==> src/rtl/gbn_pkg.sv <==
// ---------------------------------------------------------------------------
// gbn_pkg
// Shared types and constants for the Go-Back-N sender window.
// ---------------------------------------------------------------------------
package gbn_pkg;

	localparam int SEQ_W     = 4;
	localparam int SEQ_SPACE = 16;
	localparam int HANDLE_W  = 16;
	localparam int LEN_W     = 9;
	localparam int ENTRY_W   = HANDLE_W + LEN_W;

	localparam logic [LEN_W-1:0] MAX_PAYLOAD  = 9'd256;
	localparam logic [SEQ_W-1:0] WINDOW_RESET = 4'd4;

	// operation codes
	localparam logic [1:0] OP_OFFER   = 2'd0;
	localparam logic [1:0] OP_ACK     = 2'd1;
	localparam logic [1:0] OP_TIMEOUT = 2'd2;

	typedef enum logic {
		ST_IDLE,
		ST_SEND
	} state_t;

	typedef struct packed {
		logic [1:0]          operation;
		logic [HANDLE_W-1:0] payload_handle;
		logic [LEN_W-1:0]    payload_length;
		logic [SEQ_W-1:0]    ack_seq;
		logic                ack_ok;
	} item_t;

	typedef struct packed {
		logic                accepted;
		logic                send_valid;
		logic [SEQ_W-1:0]    send_seq;
		logic [HANDLE_W-1:0] send_handle;
		logic [LEN_W-1:0]    send_length;
		logic                timer_start;
		logic                timer_stop;
		logic                ack_taken;
		logic                all_acked;
		logic                last;
	} result_t;

endpackage

==> src/rtl/gbn_item_if.sv <==
// ---------------------------------------------------------------------------
// gbn_item_if
// Valid/ready channel carrying one input item.
// ---------------------------------------------------------------------------
interface gbn_item_if;
	logic           valid;
	logic           ready;
	gbn_pkg::item_t data;

	modport source (output valid, output data, input ready);
	modport sink (input valid, input data, output ready);
endinterface

==> src/rtl/gbn_result_if.sv <==
// ---------------------------------------------------------------------------
// gbn_result_if
// Valid/ready channel carrying one result item.
// ---------------------------------------------------------------------------
interface gbn_result_if;
	logic             valid;
	logic             ready;
	gbn_pkg::result_t data;

	modport source (output valid, output data, input ready);
	modport sink (input valid, input data, output ready);
endinterface

==> src/rtl/gbn_ram.sv <==
// ---------------------------------------------------------------------------
// gbn_ram
// Generic single-write, single-read RAM; read data registered, held
// while no read is issued.
// ---------------------------------------------------------------------------
module gbn_ram #(
	parameter int WIDTH = 8,
	parameter int DEPTH = 16
) (
	input  logic                     clk,
	input  logic                     we,
	input  logic [$clog2(DEPTH)-1:0] waddr,
	input  logic [WIDTH-1:0]         wdata,
	input  logic                     re,
	input  logic [$clog2(DEPTH)-1:0] raddr,
	output logic [WIDTH-1:0]         rdata
);

	logic [WIDTH-1:0] mem [DEPTH];
	logic [WIDTH-1:0] rdata_q;

	always_ff @(posedge clk) begin
		if (we) begin
			mem[waddr] <= wdata;
		end
		if (re) begin
			rdata_q <= mem[raddr];
		end
	end

	assign rdata = rdata_q;

endmodule

==> src/rtl/go_back_n_sender_window.sv <==
// ---------------------------------------------------------------------------
// go_back_n_sender_window
// Sender side of Go-Back-N with 4-bit sequence numbers.
// ---------------------------------------------------------------------------
// An offer, an ACK, or a timeout with nothing outstanding yields one result,
// registered in the output register; the input is ready again as soon as
// that register is free or being emptied.
// A timeout with n packets outstanding reads the descriptor store once per
// packet through its single read port: the first read is issued on the
// accepting edge, then one result a cycle while the output slot is free;
// the input is not ready until the last packet is resent. Descriptor entries are only
// ever read for outstanding packets, each written when it was first sent,
// so the store needs no clearing after reset. window_size may be written
// at any time the block is idle; values 1..15 are meaningful, 0 refuses all
// offers and ACKs.
// ---------------------------------------------------------------------------
module go_back_n_sender_window (
	input  logic                       clk,
	input  logic                       arst_n,
	input  logic                       cfg_we,
	input  logic [gbn_pkg::SEQ_W-1:0]  cfg_wdata,
	gbn_item_if.sink                   item,
	gbn_result_if.source               result
);

	// control registers
	gbn_pkg::state_t             st_q, st_d;
	logic [gbn_pkg::SEQ_W-1:0]   window_q;
	logic [gbn_pkg::SEQ_W-1:0]   base_q, base_d;
	logic [gbn_pkg::SEQ_W-1:0]   next_q, next_d;
	logic [gbn_pkg::SEQ_W-1:0]   seq_q, seq_d;     // resend cursor
	logic                        first_q, first_d; // first resend of a timeout
	logic                        out_valid_q;
	gbn_pkg::result_t            out_q;

	// working signals
	gbn_pkg::result_t            res;
	logic                        load;
	logic                        slot_free;
	logic                        accept;
	logic [gbn_pkg::SEQ_W-1:0]   outstanding;
	logic [gbn_pkg::SEQ_W-1:0]   ack_dist;
	logic [gbn_pkg::SEQ_W-1:0]   ack_next;
	logic [gbn_pkg::SEQ_W-1:0]   ack_left;
	logic [gbn_pkg::SEQ_W-1:0]   seq_inc;
	logic                        offer_take;
	logic                        ack_take;

	// store ports
	logic                          st_we;
	logic                          st_re;
	logic [gbn_pkg::SEQ_W-1:0]     st_raddr;
	logic [gbn_pkg::ENTRY_W-1:0]   st_wdata;
	logic [gbn_pkg::ENTRY_W-1:0]   st_rdata;

	gbn_ram #(
		.WIDTH (gbn_pkg::ENTRY_W),
		.DEPTH (gbn_pkg::SEQ_SPACE)
	) u_store (
		.clk   (clk),
		.we    (st_we),
		.waddr (next_q),
		.wdata (st_wdata),
		.re    (st_re),
		.raddr (st_raddr),
		.rdata (st_rdata)
	);

	// output slot is free when empty or when its transfer completes now
	assign slot_free    = !out_valid_q || result.ready;
	assign item.ready   = (st_q == gbn_pkg::ST_IDLE) && slot_free;
	assign accept       = item.valid && item.ready;
	assign result.valid = out_valid_q;
	assign result.data  = out_q;

	// window arithmetic, all mod 16 by natural wrap
	assign outstanding = next_q - base_q;
	assign ack_dist    = item.data.ack_seq - base_q;
	assign ack_next    = item.data.ack_seq + gbn_pkg::SEQ_W'(1);
	assign ack_left    = next_q - ack_next;
	assign seq_inc     = seq_q + gbn_pkg::SEQ_W'(1);

	assign offer_take = (item.data.payload_length != '0)
		&& (item.data.payload_length <= gbn_pkg::MAX_PAYLOAD)
		&& (outstanding < window_q);
	assign ack_take = item.data.ack_ok && (ack_dist < window_q)
		&& (ack_dist < outstanding);

	assign st_wdata = {item.data.payload_handle, item.data.payload_length};

	always_comb begin
		res      = '0;
		load     = 1'b0;
		st_d     = st_q;
		base_d   = base_q;
		next_d   = next_q;
		seq_d    = seq_q;
		first_d  = first_q;
		st_we    = 1'b0;
		st_re    = 1'b0;
		st_raddr = seq_q;

		case (st_q)
			gbn_pkg::ST_IDLE: begin
				if (accept) begin
					load          = 1'b1;
					res.last      = 1'b1;
					res.all_acked = (outstanding == '0);
					case (item.data.operation)
						gbn_pkg::OP_OFFER: begin
							if (offer_take) begin
								st_we           = 1'b1;
								res.accepted    = 1'b1;
								res.send_valid  = 1'b1;
								res.send_seq    = next_q;
								res.send_handle = item.data.payload_handle;
								res.send_length = item.data.payload_length;
								res.timer_start = (outstanding == '0);
								res.all_acked   = 1'b0;
								next_d          = next_q + gbn_pkg::SEQ_W'(1);
							end
						end
						gbn_pkg::OP_ACK: begin
							if (ack_take) begin
								base_d         = ack_next;
								res.ack_taken  = 1'b1;
								res.all_acked  = (ack_left == '0);
								res.timer_stop = (ack_left == '0);
							end
						end
						gbn_pkg::OP_TIMEOUT: begin
							if (outstanding == '0) begin
								res.timer_start = 1'b1;
							end else begin
								// start the resend walk at the base
								load     = 1'b0;
								st_re    = 1'b1;
								st_raddr = base_q;
								seq_d    = base_q;
								first_d  = 1'b1;
								st_d     = gbn_pkg::ST_SEND;
							end
						end
						default: ; // unused code: plain status result
					endcase
				end
			end
			gbn_pkg::ST_SEND: begin
				// store data for seq_q is valid; fetch the next while emitting
				if (slot_free) begin
					load            = 1'b1;
					res.send_valid  = 1'b1;
					res.send_seq    = seq_q;
					res.send_handle = st_rdata[gbn_pkg::ENTRY_W-1:gbn_pkg::LEN_W];
					res.send_length = st_rdata[gbn_pkg::LEN_W-1:0];
					res.timer_start = first_q;
					res.last        = (seq_inc == next_q);
					first_d         = 1'b0;
					if (seq_inc == next_q) begin
						st_d = gbn_pkg::ST_IDLE;
					end else begin
						st_re    = 1'b1;
						st_raddr = seq_inc;
						seq_d    = seq_inc;
					end
				end
			end
			default: st_d = gbn_pkg::ST_IDLE;
		endcase
	end

	always_ff @(posedge clk or negedge arst_n) begin
		if (!arst_n) begin
			st_q        <= gbn_pkg::ST_IDLE;
			window_q    <= gbn_pkg::WINDOW_RESET;
			base_q      <= '0;
			next_q      <= '0;
			seq_q       <= '0;
			first_q     <= 1'b0;
			out_valid_q <= 1'b0;
		end else begin
			st_q    <= st_d;
			base_q  <= base_d;
			next_q  <= next_d;
			seq_q   <= seq_d;
			first_q <= first_d;
			if (cfg_we) begin
				window_q <= cfg_wdata;
			end
			if (load) begin
				out_valid_q <= 1'b1;
			end else if (result.ready) begin
				out_valid_q <= 1'b0;
			end
		end
	end

	// result payload, no reset needed
	always_ff @(posedge clk) begin
		if (load) begin
			out_q <= res;
		end
	end

endmodule
==> src/flat_wrapper.sv <==
// flat-port wrapper written by rule: the top's interface ports become plain ports
module go_back_n_sender_window_flat 
  (clk, arst_n, cfg_we, cfg_wdata, item_valid, item_data, item_ready, result_valid, result_data, result_ready);
  gbn_item_if item_i ();
  gbn_result_if result_i ();
  input  logic clk;
  input  logic arst_n;
  input  logic cfg_we;
  input  logic [gbn_pkg::SEQ_W-1:0] cfg_wdata;
  input wire logic [$bits(item_i.valid)-1:0] item_valid;
  input wire logic [$bits(item_i.data)-1:0] item_data;
  output wire logic [$bits(item_i.ready)-1:0] item_ready;
  output wire logic [$bits(result_i.valid)-1:0] result_valid;
  output wire logic [$bits(result_i.data)-1:0] result_data;
  input wire logic [$bits(result_i.ready)-1:0] result_ready;
  assign item_i.valid = item_valid;
  assign item_i.data = item_data;
  assign item_ready = item_i.ready;
  assign result_valid = result_i.valid;
  assign result_data = result_i.data;
  assign result_i.ready = result_ready;
  go_back_n_sender_window u_core (.clk(clk), .arst_n(arst_n), .cfg_we(cfg_we), .cfg_wdata(cfg_wdata), .item(item_i), .result(result_i));
endmodule
==> config.mk <==
export PLATFORM = sky130hd
export DESIGN_NAME = go_back_n_sender_window_flat
export DESIGN_NICKNAME = d
export VERILOG_FILES = /design/src/rtl/gbn_pkg.sv /design/src/rtl/gbn_item_if.sv /design/src/rtl/gbn_result_if.sv /design/src/rtl/gbn_ram.sv /design/src/rtl/go_back_n_sender_window.sv /design/src/flat_wrapper.sv
export SDC_FILE = /design/constraint.sdc
export NUM_CORES = 1
export LEC_CHECK = 0
export BUFFER_PORTS_ARGS = -buffer_cell sky130_fd_sc_hd__buf_2
export CAP_MARGIN = 20
export CORE_UTILIZATION = 59
export CTS_BUF_LIST = sky130_fd_sc_hd__clkbuf_4
export DETAILED_ROUTE_END_ITERATION = 10
export HOLD_SLACK_MARGIN = 0.1
export PLACE_DENSITY = 0.77
export SYNTH_ARGS = -nofsm -noshare
export SYNTH_HDL_FRONTEND = slang
export SYNTH_HIERARCHICAL = 1
export SYNTH_SLANG_ARGS = --single-unit
==> constraint.sdc <==
create_clock -name clk -period 10.9 [get_ports clk]
set_clock_uncertainty 0.2 [all_clocks]
set_input_delay 1.09 -clock clk [delete_from_list [all_inputs] [get_ports clk]]
set_output_delay 1.09 -clock clk [all_outputs]
set_load 0.05 [all_outputs]
==> results.py, run 1 <==
metrics = {
    "global_routing": {
        "grt_max_degree": 102,
        "gr-usage-all-layers_pct": 25.5,
        "grt_pass1_vias": 10100,
        "antenna_found_initial": 2,
        "grt_overflow_total": 0,
        "grt_pass1_wl_mm": 60.3,
    },
    "routing": {
        "ant_nets": 0,
        "num_vias": 9813,
        "wl_met2_mm": 20.1,
        "wire_per_inst_um": 25.4,
        "routed_wl_mm": 40.0,
        "met1Wirelength_mm": 15.7,
        "top_layer": "met5",
        "wl_met3_mm": 3.28,
        "drt_iter0_markers": 876,
        "firstDrtPassIters": 4,
        "viasPerCell": 6.24,
        "drc": 0,
    },
    "clocking": {
        "root_buffer": "clkbuf_4",
        "clockBufferDepth": 3,
        "cts.clk_slew.worst_paths_ns": 0.07,
        "clk-insertion-delay-late_ns": 0.74,
        "h-tree-depth": 3,
        "cts_buffers": 115,
        "cts_sinks": 480,
        "cts_tree": "done",
        "post_cts_resized": 0,
    },
    "run_status": {
        "outcome": "complete, no violations",
    },
    "placement": {
        "io_buffer_count": 78,
        "hpwl_mm": 21.2,
        "place_congestion": 0.806,
    },
    "power": {
        "leakagePower_uw": 0.00728,
        "power_density_nw_per_um2": 284,
        "irDropWorstVdd_uv": 306,
    },
    "floorplanning": {
        "die_h_um": 181,
        "dieArea_sq_um": 32700,
        "core_sq_um": 31500,
        "die_w_um": 181,
        "rows": 65,
        "start_util_pct": 59.9,
        "io_pins": 79,
    },
    "setup_path": {
        "criticalPathCategory": "register to register",
        "critPathLaunchType": "register",
        "crit_fanout": 68,
        "worstPathRequired_ns": 11.19,
        "crit_path_end_kind": "register",
        "timing.critical_path.arrival_ns": 5.65,
    },
    "finish": {
        "fin_nets": 1150,
        "areaGrowthSynthToFinish_pct": 13.4,
        "drive_above_1_share_pct": 35.8,
        "nFillCells": 2056,
        "fin_util_pct": 68.0,
    },
    "yosys": {
        "ys_warn_count": 6,
        "yosysTopAreaCellShare_pct": 73.4,
        "synth.avg_cell_area_sq_um": 20.7,
        "syn_nets": 974,
        "yosysSeqAreaShare_pct": 75.9,
        "synthDistinctLibCells": 51,
        "synth_cells": 910,
        "ys_ff_latch": 480,
        "synth_area_sq_um": 18900,
        "yosysTopAreaCell": "edfxtp_1",
        "ys_top_cells_by_area": "edfxtp_1 (73%), mux4_2 (12%), dfrtp_1 (2.4%)",
    },
    "sta": {
        "tns_ns": 0,
        "setup_violations": 0,
        "maxSlewViolCount": 0,
        "period_share_pct": 49.1,
        "rsz0062_at_grt": "false",
        "slew_headroom_pct": 24.6,
        "worst_slew_pin_slew_ns": 1.13,
        "post-route-min-period_ns": 5.36,
        "holdWs_ns": 0.311,
        "fmax_mhz": 187,
        "hold_violations": 0,
    },
    "hold_path": {
        "min_path_type": "register to register",
    },
    "job": {
        "cap_viol_max_count": 0,
    },
}
stage by stage:
| step | instance area, sq um | setup WS (ns) | power [uW] | std cells |
|---|---|---|---|---|
| after floorplan | 18900 | 5.46 | 4170 | 910 |
| after global placement | 19800 | 5.72 | 4650 | 1366 |
| after detailed placement | 19900 | 5.58 | 4690 | 1369 |
| after CTS | 21400 | 5.55 | 6130 | 1570 |
| after global routing | 21400 | 5.19 | 6400 | 1572 |
| final | 21400 | 5.54 | 6070 | 1572 |
area by class of cell:
| type | instances | area, sq um | share of cell area, % |
|---|---|---|---|
| Sequential cell | 480 | 14300 | 67.0 |
| Multi-Input combinational cell | 370 | 4400 | 20.6 |
| Clock buffer | 175 | 1310 | 6.14 |
| Timing Repair Buffer | 101 | 628 | 2.94 |
| Tap cell | 402 | 503 | 2.35 |
| Clock inverter | 25 | 156 | 0.731 |
| Inverter | 18 | 67.6 | 0.316 |
| Antenna cell | 1 | 2.50 | 0.0117 |
cell usage after synthesis (all sizes together):
cell type / instances
a211oi: 2
a21o: 3
a21oi: 5
a22o: 29
a22oi: 50
a311oi: 1
a31oi: 1
a32o: 1
a41oi: 1
and2: 1
and3: 2
buf: 24
clkbuf: 18
clkinv: 1
dfrtp: 18
dfstp: 1
edfxtp: 461
fa: 2
ha: 21
inv: 17
mux2: 2
mux2i: 6
mux4: 100
nand2: 43
nand2b: 7
nand3: 7
nand3b: 4
nand4: 2
nor2: 19
nor2b: 4
nor3: 7
nor3b: 2
nor4: 4
nor4b: 1
o2111a: 1
o211a: 2
o211ai: 1
o21ai: 15
o21bai: 1
o221ai: 1
or3b: 1
xnor2: 13
xor2: 7
xor3: 1
routing by layer:
layer,vias to the layer above,track usage [%]
met3,60,5.08
li1,4203,-
met5,-,0
met4,2,9.88
met2,501,41.0
met1,5047,35.0
power by group:
group,switching [uW],leakage [uW],internal (uW)
Combinational,1320,0.00197,986
Clock,663,0.000885,773
Sequential,80.7,0.00442,2250
registers in the layout (all words and copies together), names as in the netlist:
name	flops
u_core/result.valid	1
u_core/seq_q	4
u_core/u_store/mem	400
u_core/u_store/rdata	25
u_core/window_q	4
u_core/base_q	4
u_core/result.data	36
u_core/st_q	1
u_core/next_q	4
u_core/first_q	1
cell families after synthesis:
| kind of cell | count (synthesis) | synth area share, % |
|---|---|---|
| multiplexers | 108 | 12.4 |
| adder cells (fa/ha/maj) | 23 | 1.61 |
| XOR/XNOR | 21 | 1.05 |
| AND/OR/NAND/NOR | 104 | 2.77 |
| buffers and inverters | 60 | 1.65 |
| flip-flops | 480 | 75.9 |
| AO/OA/AOI/OAI | 114 | 4.61 |
cell usage in the layout, fill, tap and decap left out, types with 16 or more instances in the layout:
| cell type | n |
|---|---|
| edfxtp_1 | 461 |
| clkbuf_4 | 175 |
| mux4_2 | 100 |
| buf_2 | 78 |
| a22oi_1 | 50 |
| nand2_1 | 43 |
| a22o_1 | 29 |
| ha_1 | 21 |
| dfrtp_1 | 18 |
| inv_1 | 17 |
| buf_4 | 17 |
| clkinv_1 | 16 |
final timing paths:
path,start,to,slack [ns],depth (start not counted)
worst max-delay path,u_core/next_q[0],u_core/u_store/rdata[22],5.54,15
worst min-delay path,u_core/first_q,u_core/first_q,0.31,2
worst max register to register,u_core/next_q[0],u_core/u_store/rdata[22],5.54,15
worst min register to register,u_core/first_q,u_core/first_q,0.31,2
max in group asynchronous,arst_n,u_core/window_q[2],9.51,2
min in group asynchronous,arst_n,u_core/base_q[3],0.64,2
critical path: stages, from the launching register on:
cell,delay [ns]
dfrtp_1,0.69
inv_1,0.18
ha_1,0.24
inv_1,0.07
fa_1,0.43
inv_1,0.09
nand3_1,0.07
nor3b_1,0.41
nand3b_2,0.33
a311oi_1,0.18
o21ai_4,0.08
buf_4,0.44
buf_4,0.86
mux4_2,0.43
a22oi_1,0.21
nand2_1,0.09
timing repair:
action                    CTS  global route
hold buffers                1             0
setup buffers               0             0
hold endpoints to repair   18             0
No activity file was read; power rests on OpenSTA's default activity.
==> run 2: changes to the inputs <==
clock period = 5.53 ns   (was 10.9 ns; I/O delays follow)
==> run 2 against run 1 <==
Sequential cell count unchanged. Largest cell class unchanged. Combinational power rose by 110%. Cell count is 4.8% higher. Via count increased by 3.1%. Non-clock buffer count up 68. Clock power up 100%. Die area unchanged. Utilization rose by 2.4 points. Critical path depth down 4.
==> results.py, run 2 (synthesized netlist as in run 1, its figures left out) <==
metrics = {
    "run_status": {
        "outcome": "complete, no violations",
    },
    "clocking": {
        "cts_sinks": 480,
        "clk-insertion-delay-late_ns": 0.77,
        "cts.clk_slew.worst_paths_ns": 0.07,
        "root_buffer": "clkbuf_4",
        "postCtsSetupRepairBufs": 0,
        "postCtsHoldBufs": 52,
        "cts_buffers": 116,
        "post_cts_resized": 0,
        "h-tree-depth": 3,
        "clockBufferDepth": 3,
        "cts_tree": "done",
    },
    "placement": {
        "io_buffer_count": 78,
        "hpwl_mm": 22.4,
        "placed_area_sq_um": 20100,
        "place_congestion": 0.801,
    },
    "finish": {
        "nFillCells": 1932,
        "areaGrowthSynthToFinish_pct": 17.4,
        "largest_register_ffs": 400,
        "final_area_sq_um": 22100,
        "seq_area_sq_um": 14300,
        "drive_above_1_share_pct": 34.9,
        "fin_nets": 1219,
        "final_cell_mix": "edfxtp_1 (461), clkbuf_4 (173), mux4_2 (100), buf_2 (78), dlygate4sd3_1 (52)",
        "layout_commonest_cell": "edfxtp_1",
        "multiInputGateArea_sq_um": 4380,
        "top_register": "u_core/u_store/mem",
    },
    "routing": {
        "routed_wl_mm": 41.3,
        "drt_iter0_markers": 1142,
        "firstDrtPassIters": 5,
        "wire_per_inst_um": 25.1,
        "ant_nets": 0,
        "viasPerCell": 6.14,
        "drc": 0,
        "num_vias": 10100,
    },
    "sta": {
        "hold_violations": 0,
        "rsz0062_at_grt": "false",
        "slew_headroom_pct": 36.2,
        "tns_ns": 0,
        "maxSlewViolCount": 0,
        "post-route-min-period_ns": 4.70,
        "worst_slew_pin_slew_ns": 0.954,
        "setup_violations": 0,
        "fmax_mhz": 213,
        "holdWs_ns": 0.286,
        "period_share_pct": 84.9,
    },
    "setup_path": {
        "timing.critical_path.arrival_ns": 4.93,
        "crit_family": "simple AND/OR/NAND/NOR gates",
        "path_cells": "inv_1, ha_1, inv_1, fa_1, ha_1, a211oi_1, o221ai_2, nor4_4, or3b_2, nor2_4, buf_4",
        "crit_slowest_cell": "dfrtp_1",
        "criticalPathCategory": "register to register",
        "reg2regPathDepth": 11,
        "worst_r2r_startpoint": "u_core/next_q[0]",
        "critPathLaunch": "u_core/next_q[0]",
        "worst-path-stages": 11,
        "worstPathRequired_ns": 5.76,
        "crit_fanout": 14,
        "path_buf_inv": 3,
        "slowest_delay_ns": 0.63,
        "crit_path_end_kind": "register",
        "critPathLaunchType": "register",
    },
    "floorplanning": {
        "dieArea_sq_um": 32700,
        "start_util_pct": 59.9,
        "io_pins": 79,
        "rows": 65,
        "core_sq_um": 31500,
        "die_w_um": 181,
        "die_h_um": 181,
    },
    "hold_path": {
        "holdCritStartpoint": "item_data[0]",
        "min_path_type": "primary input to register",
        "holdPathStages": 4,
    },
    "power": {
        "irDropWorstVdd_uv": 349,
        "leakagePower_uw": 0.00762,
        "power_density_nw_per_um2": 557,
    },
    "global_routing": {
        "grt_overflow_total": 0,
        "grt_pass1_vias": 10400,
        "grt_max_degree": 42,
        "grt_pass1_wl_mm": 62.4,
        "antenna_found_initial": 1,
        "gr-usage-all-layers_pct": 26.2,
    },
    "job": {
        "cap_viol_max_count": 0,
    },
}
==> run 2: cell types whose count changed in the layout (fill, tap and decap cells not counted), sizes merged <==
cell,change
buf,+17
bufinv,+1
clkbuf,-2
clkinv,+10
clkinvlp,-1
dlygate4sd3,+51
inv,-1
==> run 2: final timing paths <==
kind | end | slack [ns]
worst min-delay path | u_core/result.data[2] | 0.29
worst max register to register | u_core/u_store/mem[3][3] | 0.83
worst max-delay path | u_core/u_store/mem[3][3] | 0.83
min in group asynchronous | u_core/window_q[2] | 0.65
max in group asynchronous | u_core/seq_q[0] | 3.08
worst min register to register | u_core/base_q[1] | 0.29
==> run 2: where the power goes <==
part	total [uW]	internal [uW]	switching [uW]	leakage (uW)
clock network	2940	1570	1370	0.000907
logic	4830	2140	2690	0.00229
registers	4580	4430	142	0.00442
==> run 2: worst register-to-register path: stages, from the launching register on <==
cell	delay (ns)
dfrtp_1	0.63
inv_1	0.17
ha_1	0.23
inv_1	0.07
fa_1	0.43
ha_1	0.29
a211oi_1	0.27
o221ai_2	0.22
nor4_4	0.41
or3b_2	0.61
nor2_4	0.55
buf_4	0.30
==> run 2: metrics by stage <==
stage	util (%)	worst slack, ns	instances	total power [uW]
floorplan	-	0.0915	910	8220
global placement	63.8	1.03	1387	9330
detailed placement	63.8	0.897	1387	9420
CTS	70.4	0.869	1646	12400
global route	70.4	0.487	1647	13000
finish	70.4	0.834	1647	12300
==> run 2: area by class of cell <==
cell class | instances | area share [%]
sequential | 480 | 64.7
clock inverter | 34 | 1.05
antenna | 1 | 0.0113
tap | 402 | 2.27
multi-input combinational | 370 | 19.8
clock buffer | 173 | 5.86
timing repair buffer | 169 | 6.06
inverter | 18 | 0.305
==> run 2: metal layers <==
metal	vias to the layer above	track usage, %	wire, um
met1	5191	36.3	16300
met4	0	8.85	778
met5	-	0	0
met3	65	5.20	3420
li1	4358	-	-
met2	505	42.5	20800
